<file path="config.mk">
export PLATFORM = sky130hd
export DESIGN_NAME = midi_to_usb_event_packetizer_core
export DESIGN_NICKNAME = d
export VERILOG_FILES = /design/src/rtl/mtu_pkg.sv /design/src/rtl/mtu_engine.sv /design/src/rtl/midi_to_usb_event_packetizer_core.sv
export SDC_FILE = /design/constraint.sdc
export NUM_CORES = 1
export LEC_CHECK = 0
export BUFFER_PORTS_ARGS = -buffer_cell sky130_fd_sc_hd__buf_2
export CORE_AREA = 8 8 114 106
export CTS_CLUSTER_DIAMETER = 150
export DETAILED_ROUTE_END_ITERATION = 10
export DIE_AREA = 0 0 122 114
export GPL_TIMING_DRIVEN = 0
export SKIP_LAST_GASP = 1
export SYNTH_ARGS = -nofsm -noshare
export SYNTH_HDL_FRONTEND = slang
export SYNTH_SLANG_ARGS = --single-unit
</file>
<file path="constraint.sdc">
create_clock -name clk_i -period 3.87 [get_ports clk_i]
set_clock_uncertainty 0.2 [all_clocks]
set_input_delay 0.774 -clock clk_i [delete_from_list [all_inputs] [get_ports clk_i]]
set_output_delay 0.774 -clock clk_i [all_outputs]
set_load 0.02 [all_outputs]
</file>
<file path="src/rtl/mtu_pkg.sv">
// Shared types, codes and status decoders for the MIDI to USB-MIDI packetiser.
`default_nettype none
package mtu_pkg;

  // Status bytes of interest
  localparam logic [7:0] RT_FIRST       = 8'hF8;
  localparam logic [7:0] ST_SYSEX_START = 8'hF0;
  localparam logic [7:0] ST_SYSEX_END   = 8'hF7;
  localparam logic [7:0] ST_MTC_QFRAME  = 8'hF1;
  localparam logic [7:0] ST_SONG_SELECT = 8'hF3;
  localparam logic [7:0] ST_SONG_POS    = 8'hF2;
  localparam logic [7:0] ST_TUNE_REQ    = 8'hF6;
  localparam logic [7:0] ST_SYS_COMMON  = 8'hF0;
  localparam logic [7:0] TYPE_PROG_CHG  = 8'hC0;
  localparam logic [7:0] TYPE_CHAN_PRES = 8'hD0;
  localparam logic [7:0] TYPE_MASK      = 8'hF0;

  // Code index numbers
  localparam logic [3:0] CIN_SC_TWO     = 4'h2;
  localparam logic [3:0] CIN_SC_THREE   = 4'h3;
  localparam logic [3:0] CIN_SYSEX_CONT = 4'h4;
  localparam logic [3:0] CIN_SYSEX_END1 = 4'h5;
  localparam logic [3:0] CIN_SINGLE     = 4'hF;

  localparam logic [1:0] LEN_ONE   = 2'd1;
  localparam logic [1:0] LEN_TWO   = 2'd2;
  localparam logic [1:0] LEN_THREE = 2'd3;

  typedef enum logic [1:0] {
    KIND_PACKET      = 2'd0,
    KIND_FINISH_OK   = 2'd1,
    KIND_UNTERM_SYSX = 2'd2,
    KIND_INCOMPLETE  = 2'd3
  } kind_e;

  typedef struct packed {
    kind_e      kind;
    logic [3:0] code_index;
    logic [7:0] byte_one;
    logic [7:0] byte_two;
    logic [7:0] byte_three;
  } result_t;

  // Total message length, status included, for 0x80..0xF7
  function automatic logic [1:0] full_length(input logic [7:0] st);
    logic [1:0] len;
    begin
      len = LEN_ONE;
      if (st < ST_SYS_COMMON) begin
        if ((st & TYPE_MASK) == TYPE_PROG_CHG || (st & TYPE_MASK) == TYPE_CHAN_PRES) begin
          len = LEN_TWO;
        end else begin
          len = LEN_THREE;
        end
      end else if (st == ST_MTC_QFRAME || st == ST_SONG_SELECT) begin
        len = LEN_TWO;
      end else if (st == ST_SONG_POS) begin
        len = LEN_THREE;
      end
      return len;
    end
  endfunction

  function automatic logic [3:0] code_for_status(input logic [7:0] st);
    logic [3:0] cin;
    begin
      cin = CIN_SINGLE;
      if (st[7] && st < ST_SYS_COMMON) begin
        cin = st[7:4];
      end else if (st == ST_MTC_QFRAME || st == ST_SONG_SELECT) begin
        cin = CIN_SC_TWO;
      end else if (st == ST_SONG_POS) begin
        cin = CIN_SC_THREE;
      end else if (st == ST_TUNE_REQ || st == ST_SYSEX_END) begin
        cin = CIN_SYSEX_END1;
      end
      return cin;
    end
  endfunction

endpackage
`default_nettype wire

</file>
<file path="src/rtl/mtu_engine.sv">
// Packet assembly state and per-word encode logic.
`default_nettype none
module mtu_engine (
  input  wire logic             clk_i,
  input  wire logic             rst_ni,
  input  wire logic             step_i,
  input  wire logic             cmd_i,
  input  wire logic [7:0]       midi_byte_i,
  output logic                  res_vld_o,
  output mtu_pkg::result_t      res_o
);

  logic       in_sysex_q, in_sysex_d;
  logic [7:0] held0_q, held0_d;
  logic [7:0] held1_q, held1_d;
  logic [1:0] held_cnt_q, held_cnt_d;
  logic [7:0] msg_status_q, msg_status_d;
  logic [7:0] msg_data_q, msg_data_d;
  logic [1:0] msg_cnt_q, msg_cnt_d;
  logic [1:0] msg_needed_q, msg_needed_d;

  logic [1:0] len;
  logic [2:0] cnt_next;

  always_ff @(posedge clk_i or negedge rst_ni) begin
    if (!rst_ni) begin
      in_sysex_q   <= 1'b0;
      held0_q      <= '0;
      held1_q      <= '0;
      held_cnt_q   <= '0;
      msg_status_q <= '0;
      msg_data_q   <= '0;
      msg_cnt_q    <= '0;
      msg_needed_q <= '0;
    end else begin
      in_sysex_q   <= in_sysex_d;
      held0_q      <= held0_d;
      held1_q      <= held1_d;
      held_cnt_q   <= held_cnt_d;
      msg_status_q <= msg_status_d;
      msg_data_q   <= msg_data_d;
      msg_cnt_q    <= msg_cnt_d;
      msg_needed_q <= msg_needed_d;
    end
  end

  assign len      = mtu_pkg::full_length(midi_byte_i);
  assign cnt_next = {1'b0, msg_cnt_q} + 3'd1;

  always_comb begin
    in_sysex_d   = in_sysex_q;
    held0_d      = held0_q;
    held1_d      = held1_q;
    held_cnt_d   = held_cnt_q;
    msg_status_d = msg_status_q;
    msg_data_d   = msg_data_q;
    msg_cnt_d    = msg_cnt_q;
    msg_needed_d = msg_needed_q;
    res_vld_o    = 1'b0;
    res_o        = '{kind: mtu_pkg::KIND_PACKET, code_index: 4'h0,
                     byte_one: 8'h00, byte_two: 8'h00, byte_three: 8'h00};

    if (step_i) begin
      if (cmd_i) begin
        // finish: report and clear everything
        res_vld_o = 1'b1;
        if (in_sysex_q) begin
          res_o.kind = mtu_pkg::KIND_UNTERM_SYSX;
        end else if (msg_cnt_q != 2'd0) begin
          res_o.kind = mtu_pkg::KIND_INCOMPLETE;
        end else begin
          res_o.kind = mtu_pkg::KIND_FINISH_OK;
        end
        in_sysex_d   = 1'b0;
        held0_d      = '0;
        held1_d      = '0;
        held_cnt_d   = '0;
        msg_status_d = '0;
        msg_data_d   = '0;
        msg_cnt_d    = '0;
        msg_needed_d = '0;
      end else if (midi_byte_i >= mtu_pkg::RT_FIRST) begin
        // real-time passes straight through, state untouched
        res_vld_o        = 1'b1;
        res_o.code_index = mtu_pkg::CIN_SINGLE;
        res_o.byte_one   = midi_byte_i;
      end else if (in_sysex_q) begin
        if (midi_byte_i == mtu_pkg::ST_SYSEX_END) begin
          res_vld_o        = 1'b1;
          res_o.code_index = mtu_pkg::CIN_SYSEX_END1 + {2'b00, held_cnt_q};
          case (held_cnt_q)
            2'd0: begin
              res_o.byte_one = midi_byte_i;
            end
            2'd1: begin
              res_o.byte_one = held0_q;
              res_o.byte_two = midi_byte_i;
            end
            default: begin
              res_o.byte_one   = held0_q;
              res_o.byte_two   = held1_q;
              res_o.byte_three = midi_byte_i;
            end
          endcase
          held0_d    = '0;
          held1_d    = '0;
          held_cnt_d = '0;
          in_sysex_d = 1'b0;
        end else if (held_cnt_q == 2'd2) begin
          res_vld_o        = 1'b1;
          res_o.code_index = mtu_pkg::CIN_SYSEX_CONT;
          res_o.byte_one   = held0_q;
          res_o.byte_two   = held1_q;
          res_o.byte_three = midi_byte_i;
          held0_d          = '0;
          held1_d          = '0;
          held_cnt_d       = '0;
        end else begin
          if (held_cnt_q == 2'd0) begin
            held0_d = midi_byte_i;
          end else begin
            held1_d = midi_byte_i;
          end
          held_cnt_d = held_cnt_q + 2'd1;
        end
      end else if (midi_byte_i == mtu_pkg::ST_SYSEX_START) begin
        msg_cnt_d    = '0;
        msg_needed_d = '0;
        msg_status_d = '0;
        msg_data_d   = '0;
        held0_d      = midi_byte_i;
        held1_d      = '0;
        held_cnt_d   = 2'd1;
        in_sysex_d   = 1'b1;
      end else if (midi_byte_i[7]) begin
        // new status drops whatever was pending
        msg_data_d = '0;
        if (len == mtu_pkg::LEN_ONE) begin
          msg_cnt_d        = '0;
          msg_needed_d     = '0;
          msg_status_d     = '0;
          res_vld_o        = 1'b1;
          res_o.code_index = mtu_pkg::code_for_status(midi_byte_i);
          res_o.byte_one   = midi_byte_i;
        end else begin
          msg_status_d = midi_byte_i;
          msg_cnt_d    = 2'd1;
          msg_needed_d = len;
        end
      end else if (msg_cnt_q != 2'd0) begin
        if (cnt_next >= {1'b0, msg_needed_q}) begin
          res_vld_o        = 1'b1;
          res_o.code_index = mtu_pkg::code_for_status(msg_status_q);
          res_o.byte_one   = msg_status_q;
          if (msg_cnt_q == 2'd1) begin
            res_o.byte_two = midi_byte_i;
          end else begin
            res_o.byte_two   = msg_data_q;
            res_o.byte_three = midi_byte_i;
          end
          msg_cnt_d    = '0;
          msg_needed_d = '0;
          msg_status_d = '0;
          msg_data_d   = '0;
        end else begin
          msg_data_d = midi_byte_i;
          msg_cnt_d  = 2'd2;
        end
      end
    end
  end

`ifndef NO_ASSERTIONS
  a_finish_clears: assert property (@(posedge clk_i) disable iff (!rst_ni)
    step_i && cmd_i |=> !in_sysex_q && held_cnt_q == 2'd0 && msg_cnt_q == 2'd0)
    else $error("finish did not clear state");
  a_sysex_excl: assert property (@(posedge clk_i) disable iff (!rst_ni)
    in_sysex_q |-> msg_cnt_q == 2'd0)
    else $error("message pending inside sysex");
  a_held_idle: assert property (@(posedge clk_i) disable iff (!rst_ni)
    !in_sysex_q |-> held_cnt_q == 2'd0)
    else $error("sysex bytes held outside sysex");
`endif

endmodule
`default_nettype wire

</file>
<file path="src/rtl/midi_to_usb_event_packetizer_core.sv">
// Top level: input word register, encode engine and output result register.
`default_nettype none
// Turns a stream of raw MIDI bytes into USB-MIDI event packets on cable 0.
// Each input word is either a MIDI byte (cmd 0) or a finish command (cmd 1);
// each yields at most one result word: a packet (code index plus three bytes,
// unused bytes zero) or a finish status, after which all state is cleared.
// Running status is not handled and stray data bytes are dropped; on an
// error status the receiver must discard the packets since the last finish.
// One word is taken per cycle while the input is not stalled. Each word
// waits in the input register while the engine encodes it, and the result
// register takes the outcome when the pipe advances. A stalled result holds
// the input register, so the input stalls only while both registers are
// full and the output stalls.
module midi_to_usb_event_packetizer_core (
  input  wire logic       clk_i,
  input  wire logic       rst_ni,
  input  wire logic       in_valid_i,
  output logic            in_stall_o,
  input  wire logic       cmd_i,
  input  wire logic [7:0] midi_byte_i,
  output logic            out_valid_o,
  input  wire logic       out_stall_i,
  output logic [1:0]      kind_o,
  output logic [3:0]      code_index_o,
  output logic [7:0]      byte_one_o,
  output logic [7:0]      byte_two_o,
  output logic [7:0]      byte_three_o
);

  logic             in_vld_q, in_vld_d;
  logic             cmd_q;
  logic [7:0]       byte_q;
  logic             out_vld_q, out_vld_d;
  mtu_pkg::result_t res_q;
  mtu_pkg::result_t res;
  logic             res_vld;
  logic             adv;
  logic             in_take;

  // whole pipe moves when the result register is free or being drained
  assign adv        = !out_vld_q || !out_stall_i;
  assign in_stall_o = in_vld_q && !adv;
  assign in_take    = in_valid_i && !in_stall_o;

  assign in_vld_d  = in_take ? 1'b1 : (adv ? 1'b0 : in_vld_q);
  assign out_vld_d = adv ? (in_vld_q && res_vld) : out_vld_q;

  always_ff @(posedge clk_i or negedge rst_ni) begin
    if (!rst_ni) begin
      in_vld_q  <= 1'b0;
      out_vld_q <= 1'b0;
    end else begin
      in_vld_q  <= in_vld_d;
      out_vld_q <= out_vld_d;
    end
  end

  always_ff @(posedge clk_i) begin
    if (in_take) begin
      cmd_q  <= cmd_i;
      byte_q <= midi_byte_i;
    end
    if (adv && in_vld_q && res_vld) begin
      res_q <= res;
    end
  end

  mtu_engine u_engine (
    .clk_i       (clk_i),
    .rst_ni      (rst_ni),
    .step_i      (in_vld_q && adv),
    .cmd_i       (cmd_q),
    .midi_byte_i (byte_q),
    .res_vld_o   (res_vld),
    .res_o       (res)
  );

  assign out_valid_o  = out_vld_q;
  assign kind_o       = res_q.kind;
  assign code_index_o = res_q.code_index;
  assign byte_one_o   = res_q.byte_one;
  assign byte_two_o   = res_q.byte_two;
  assign byte_three_o = res_q.byte_three;

`ifndef NO_ASSERTIONS
  a_no_stall_empty: assert property (@(posedge clk_i) disable iff (!rst_ni)
    !out_vld_q |-> !in_stall_o)
    else $error("input stalled with empty result register");
  a_finish_reported: assert property (@(posedge clk_i) disable iff (!rst_ni)
    in_vld_q && adv && cmd_q |=> out_vld_q)
    else $error("finish word produced no result");
  a_result_held: assert property (@(posedge clk_i) disable iff (!rst_ni)
    out_vld_q && out_stall_i |=> out_vld_q && $stable(res_q))
    else $error("stalled result word changed");
`endif

endmodule
`default_nettype wire
</file>
Word level (Yosys, flattened, before mapping) --
Index checks and enable logic that the tools add are counted.
Storage, ports and cells: bits in registers 80, output and inout bits 32, logic and storage cells 177
Operators by class: $add $sub $neg 3, $lt $le $gt $ge 4, equality and inequality tests 20, mux-type cells 97, bitwise gates (word level) 2, reduce and logical (&&, ||, !) cells 33
Operators with widths (number):
- $mux 8 | 30
- $mux 28 | 5
- $eq 8x8->1 const B | 11
- $mux 2 | 26
- $mux 12 | 3
- $mux 4 | 8
- $mux 27 | 1
- $mux 1 | 20
- $lt 8x8->1 const B | 2
- $mux 16 | 1
- $pmux 8 s2 | 1
- $mux 7 | 2
- $eq 4x4->1 const B | 2
- $ge 8x8->1 const B | 1
- $reduce_and 4->1 | 2
- $reduce_bool 4->1 | 2
- $logic_and 1x1->1 | 7
- $eq 2x1->1 const B | 3
- $logic_or 1x1->1 | 6
- $reduce_or 3->1 | 2
- $ne 5x5->1 const B | 1
- $reduce_and 5->1 | 1
- $add 3x2->4 const A | 1
- $logic_not 1->1 | 4
- 12 further kinds | 17

Logic depth before layout (Yosys ltp) --
word-level depth 13, depth in mapped cells 8

By module --
From an unflattened synthesis, not the netlist that was laid out.
Unflattened totals: cell total of the unflattened synthesis 349, area total of the unflattened synthesis 4177.8 µm²
Modules (own cells, without submodules):
- mtu_engine | instances 1, cells each 299, area an instance 2907.8 µm²
- midi_to_usb_event_packetizer_core | instances 1, cells each 50, area an instance 1270.0 µm²

Least setup slack after synthesis --
Ideal clock, no wire load.
path type reg-to-reg, start reg u_engine.msg_cnt_q[0], end reg res_q, in the netlist byte_one_o[0], enable pin, library setup time 0.417 ns, arrival 3.084 ns, required time 3.253 ns, slack 0.169 ns, cell stages (with the launch flop) 7, buffers on the path 0, period minus slack after synthesis 3.701 ns, cell sequence dfrtp_1 > inv_1 > fa_1 > o31ai_1 > and2_0 > nor4b_1 > nor2_1
On the way: cells in the longest elaborated chain, start to end 11, elaborated cells on any way between the ends 12, classes of those cells add/sub (1); order compare (1); mux (8); reduce/logical (2)
Ends and longest elaborated chain:
- from (decl) | RTL line mtu_engine.sv:19 | logic [1:0] msg_cnt_q, msg_cnt_d;
- from (signal assigned) | RTL line mtu_engine.sv:42 | msg_cnt_q <= msg_cnt_d;
- $add 2x1->3 | RTL line mtu_engine.sv:48 | assign cnt_next = {1'b0, msg_cnt_q} + 3'd1;
- $ge 3x2->1 | RTL line mtu_engine.sv:151 | if (cnt_next >= {1'b0, msg_needed_q}) begin
- $mux 1 | RTL line mtu_engine.sv:151
- $mux 1 * | RTL line mtu_engine.sv:150 | end else if (msg_cnt_q != 2'd0) begin
- $mux 1 * | RTL line mtu_engine.sv:135 | end else if (midi_byte_i[7]) begin
- $mux 1 * | RTL line mtu_engine.sv:126 | end else if (midi_byte_i == mtu_pkg::ST_SYSEX_START) begin
- $mux 1 * | RTL line mtu_engine.sv:87 | end else if (in_sysex_q) begin
- $mux 1 * | RTL line mtu_engine.sv:82 | end else if (midi_byte_i >= mtu_pkg::RT_FIRST) begin
- $mux 1 * | RTL line mtu_engine.sv:64 | if (cmd_i) begin
- $mux 1 * | RTL line mtu_engine.sv:63 | if (step_i) begin
- $logic_and 1x1->1 * | RTL line midi_to_usb_event_packetizer_core.sv:63 | if (adv && in_vld_q && res_vld) begin
- to (signal assigned) | RTL line midi_to_usb_event_packetizer_core.sv:64 | res_q <= res;
- to (decl) | RTL line midi_to_usb_event_packetizer_core.sv:34 | mtu_pkg::result_t res_q;
Every way passes the cells marked *; elsewhere a longest branch is shown, timed or not. A chain may end at the register's enable or synchronous reset.

Worst setup path after layout --
start reg u_engine.msg_cnt_q[0], end reg res_q, in the netlist byte_two_o[3], enable pin
The elaborated chain is that of the path after synthesis.

==> reports/metrics.csv <==
stage;metric;value;unit
run_status;status;finished clean;
sta;slew_viol_final;0;
min_path;holdPathStages;1;
placement;io_buffer_count;44;
layout;n_antenna_cell;0;
sta;hold_viol;0;
synth;netlist_area;3970;um^2
layout;finish.instance_area;4590;um^2
synth;synth_top_area_cell;edfxtp_1;
die;num_rows;35;
sta;tns;0;ns
layout;stdcell_count;553;
drt;drtIter0Drc;422;
sta;slew_headroom;36.4;%
drt;drtPass1Iterations;5;
placement;dpl.cell_count;537;
placement;dpl.hpwl;7550;um
critical_path;cp-end-kind;register;
critical_path;r2r_cells;6;
synth;yosysSeqAreaShare;54.8;%
drt;num_vias;3194;
power_and_ir_drop;total_leakage_power;1.89;nW
grt;grt_pass1_vias;3068;
synth;ys_warn_count;0;
critical_path;r2r-start;u_engine.msg_cnt_q[0];
drt;ant_nets;0;
power_and_ir_drop;p_per_area;476;nW/um^2
synth;ys.flop_type;dfrtp_1;
sta;period_minus_slack;3.50;ns
clocking;cts_setup_buffers;0;
sta;final-setup-viol-count;0;
clocking;cts_root_buffer;clkbuf_8;
die;core;10000;um^2
critical_path;start_kind;register;
synth;synth_cells;364;
synth;ys_types;58;
job;max_cap_viol_count;0;
die;dieArea;13900;um^2
critical_path;required;3.65;ns
clocking;path_clk_slew;0.08;ns
drt;drc;0;
clocking;cts_buffers;9;
clocking;cts_max_level;3;
clocking;ctsHoldBuffers;0;
clocking;clock_latency;0.36;ns
placement;gp_congestion;0.893;
placement;place_area;4360;um^2
sta;rsz0062_at_grt;false;
grt;grtUsageTotal;16.2;%
synth;synthTopCellsByArea;edfxtp_1 (30%), dfrtp_1 (25%), a22o_1 (5.3%);
critical_path;timing.rr.end;byte_two_o[3];
critical_path;crit_type;reg -> reg;
min_path;min_path_type;reg -> reg;
synth;synth.most_common_cell;nand2_1;
layout;drive_gt1_share;19.1;%
synth;netlist_top_cells_count;nand2_1 (44), dfrtp_1 (40), edfxtp_1 (39), o21ai_0 (31), a22o_1 (24);
min_path;holdPathEnd;u_engine.held0_q[2];
clocking;cts_sinks;79;
grt;antenna_found_initial;0;
critical_path;cp_max_fo;30;
synth;synth_fp_nets;387;
grt;grt_pass1_wl;17500;um
die;fp.dieH;114;um
layout;nets;442;
synth;synthArstFlopShare;50.6;%
placement;post-place-ws;0.334;ns
drt;viasPerCell;5.78;
grt;grt-ovfl-total;0;
layout;area_growth;15.8;%
critical_path;crit_arrival;3.28;ns
synth;synth.ff_latch_count;79;
min_path;worstHoldStart;u_engine.held0_q[2];
sta;period_share;90.4;%
clocking;cts_tree;yes;
synth;synth_top_area_share;29.5;%
critical_path;r2r_slack;0.37;ns
power_and_ir_drop;power;2.19;mW
power_and_ir_drop;ir_drop;0.244;mV
drt;routedWlPerCell;19.7;um
sta;clock.fmax;286;MHz
grt;grt_max_degree;41;
synth;syn_avg_cell_area;10.9;um^2
drt;wirelength;10900;um
sta;tightest_slew;0.941;ns
clocking;clk_path_buf_depth;2;
clocking;ctsResizeCount;0;
synth;synth_edf_count;39;
die;ios;45;
die;dieWidth;122;um
sta;setup_ws;0.370;ns
die;start_util;39.6;%
## placed cells by master (no fill, tap or decap), drive strengths merged, types with 2 or more instances in the layout
| cell type | netlist | final |
|---|---|---|
| a22o | 24 | 24 |
| mux2 | 5 | 5 |
| clkbuf | 15 | 26 |
| edfxtp | 39 | 39 |
| buf | 9 | 53 |
| a21boi | 2 | 2 |
| nor2b | 2 | 2 |
| a211o | 2 | 2 |
| and3 | 10 | 10 |
| nand2 | 44 | 44 |
| a21o | 5 | 5 |
| a31oi | 6 | 6 |
| mux2i | 3 | 3 |
| a311o | 2 | 2 |
| bufinv | 0 | 3 |
| nor3 | 8 | 8 |
| dfrtp | 40 | 40 |
| o21ai | 35 | 35 |
| o21bai | 2 | 2 |
| nand3 | 7 | 7 |
| a22oi | 19 | 19 |
| a211oi | 3 | 3 |
| inv | 10 | 10 |
| ha | 9 | 9 |
| nor4 | 2 | 2 |
| nand2b | 5 | 5 |
| and2 | 3 | 3 |
| nand4 | 5 | 5 |
| a21oi | 16 | 16 |
| nor2 | 13 | 13 |
| o31ai | 2 | 2 |
| a32oi | 2 | 2 |
## layout make-up
type                       instances  area (um^2)
tap                              129          161
timing repair buffer              44          220
clock inverter                     5          106
clock buffer                      11          131
buffer                            24          104
fill                             956         5440
sequential                        79         2170
multi-input combinational        251         1660
inverter                          10         37.5
## sequential cells by signal, indices dropped and copies added (netlist names)
signal                 count
byte_two_o                 8
u_engine.held1_q           8
kind_o                     2
in_vld_q                   1
byte_three_o               8
cmd_q                      1
code_index_o               4
out_valid_o                1
u_engine.msg_data_q        7
byte_q                     8
u_engine.held_cnt_q        2
u_engine.msg_status_q      8
byte_one_o                 8
u_engine.in_sysex_q        1
u_engine.msg_needed_q      2
u_engine.msg_cnt_q         2
u_engine.held0_q           8
## where the power goes
part | internal [mW] | switching (mW)
sequential | 0.967 | 0.0723
clock | 0.430 | 0.307
combinational | 0.134 | 0.277
total | 1.53 | 0.656
## how the worst max path moves through the flow
stage	from	slack, ns	cells after the start	to
detailed placement	u_engine.msg_cnt_q[0]	0.33	6	byte_three_o[3]
floorplan	u_engine.msg_cnt_q[0]	0.17	6	byte_one_o[0]
global placement	u_engine.msg_cnt_q[0]	-0.85	6	byte_two_o[7]
finish	u_engine.msg_cnt_q[0]	0.37	6	byte_two_o[3]
global route	u_engine.msg_cnt_q[0]	0.11	6	byte_two_o[6]
CTS	u_engine.msg_cnt_q[0]	0.32	6	code_index_o[1]
## cells by family (layout without fill, tap and decap cells)
group / Yosys count / after routing / synth area share, %
fa+ha+maj: 10 / 10 / 3.34
compound gates: 127 / 127 / 22.5
simple gates: 106 / 106 / 13.7
flops: 79 / 79 / 54.8
mux: 8 / 8 / 2.18
buf+inv: 34 / 94 / 3.56
## worst max-delay path, stage by stage, from the launching register on
cell     delay (ns)
dfrtp_1        0.42
inv_1          0.10
fa_1           0.46
o31ai_1        0.62
and2_0         0.44
nor4b_1        0.20
nor2_4         0.67
## through the flow
step | utilization (%) | hold WS (ns)
3_3_place_gp | 43.4 | 0.281
4_1_cts | 45.8 | 0.305
5_1_grt | 45.8 | 0.316
3_5_place_dp | 43.4 | 0.284
2_1_floorplan | - | 0.262
6_report | 45.8 | 0.309
## per-layer routing
metal / GRT usage [%] / part of all wire, % / wire [um]
met1: 23.8 / 48 / 5180
met2: 22.3 / 41 / 4490
met3: 4.05 / 9.4 / 1030
met4: 5.67 / 1.7 / 189
met5: 0 / 0 / 0
(Power assumes the default switching activity.)
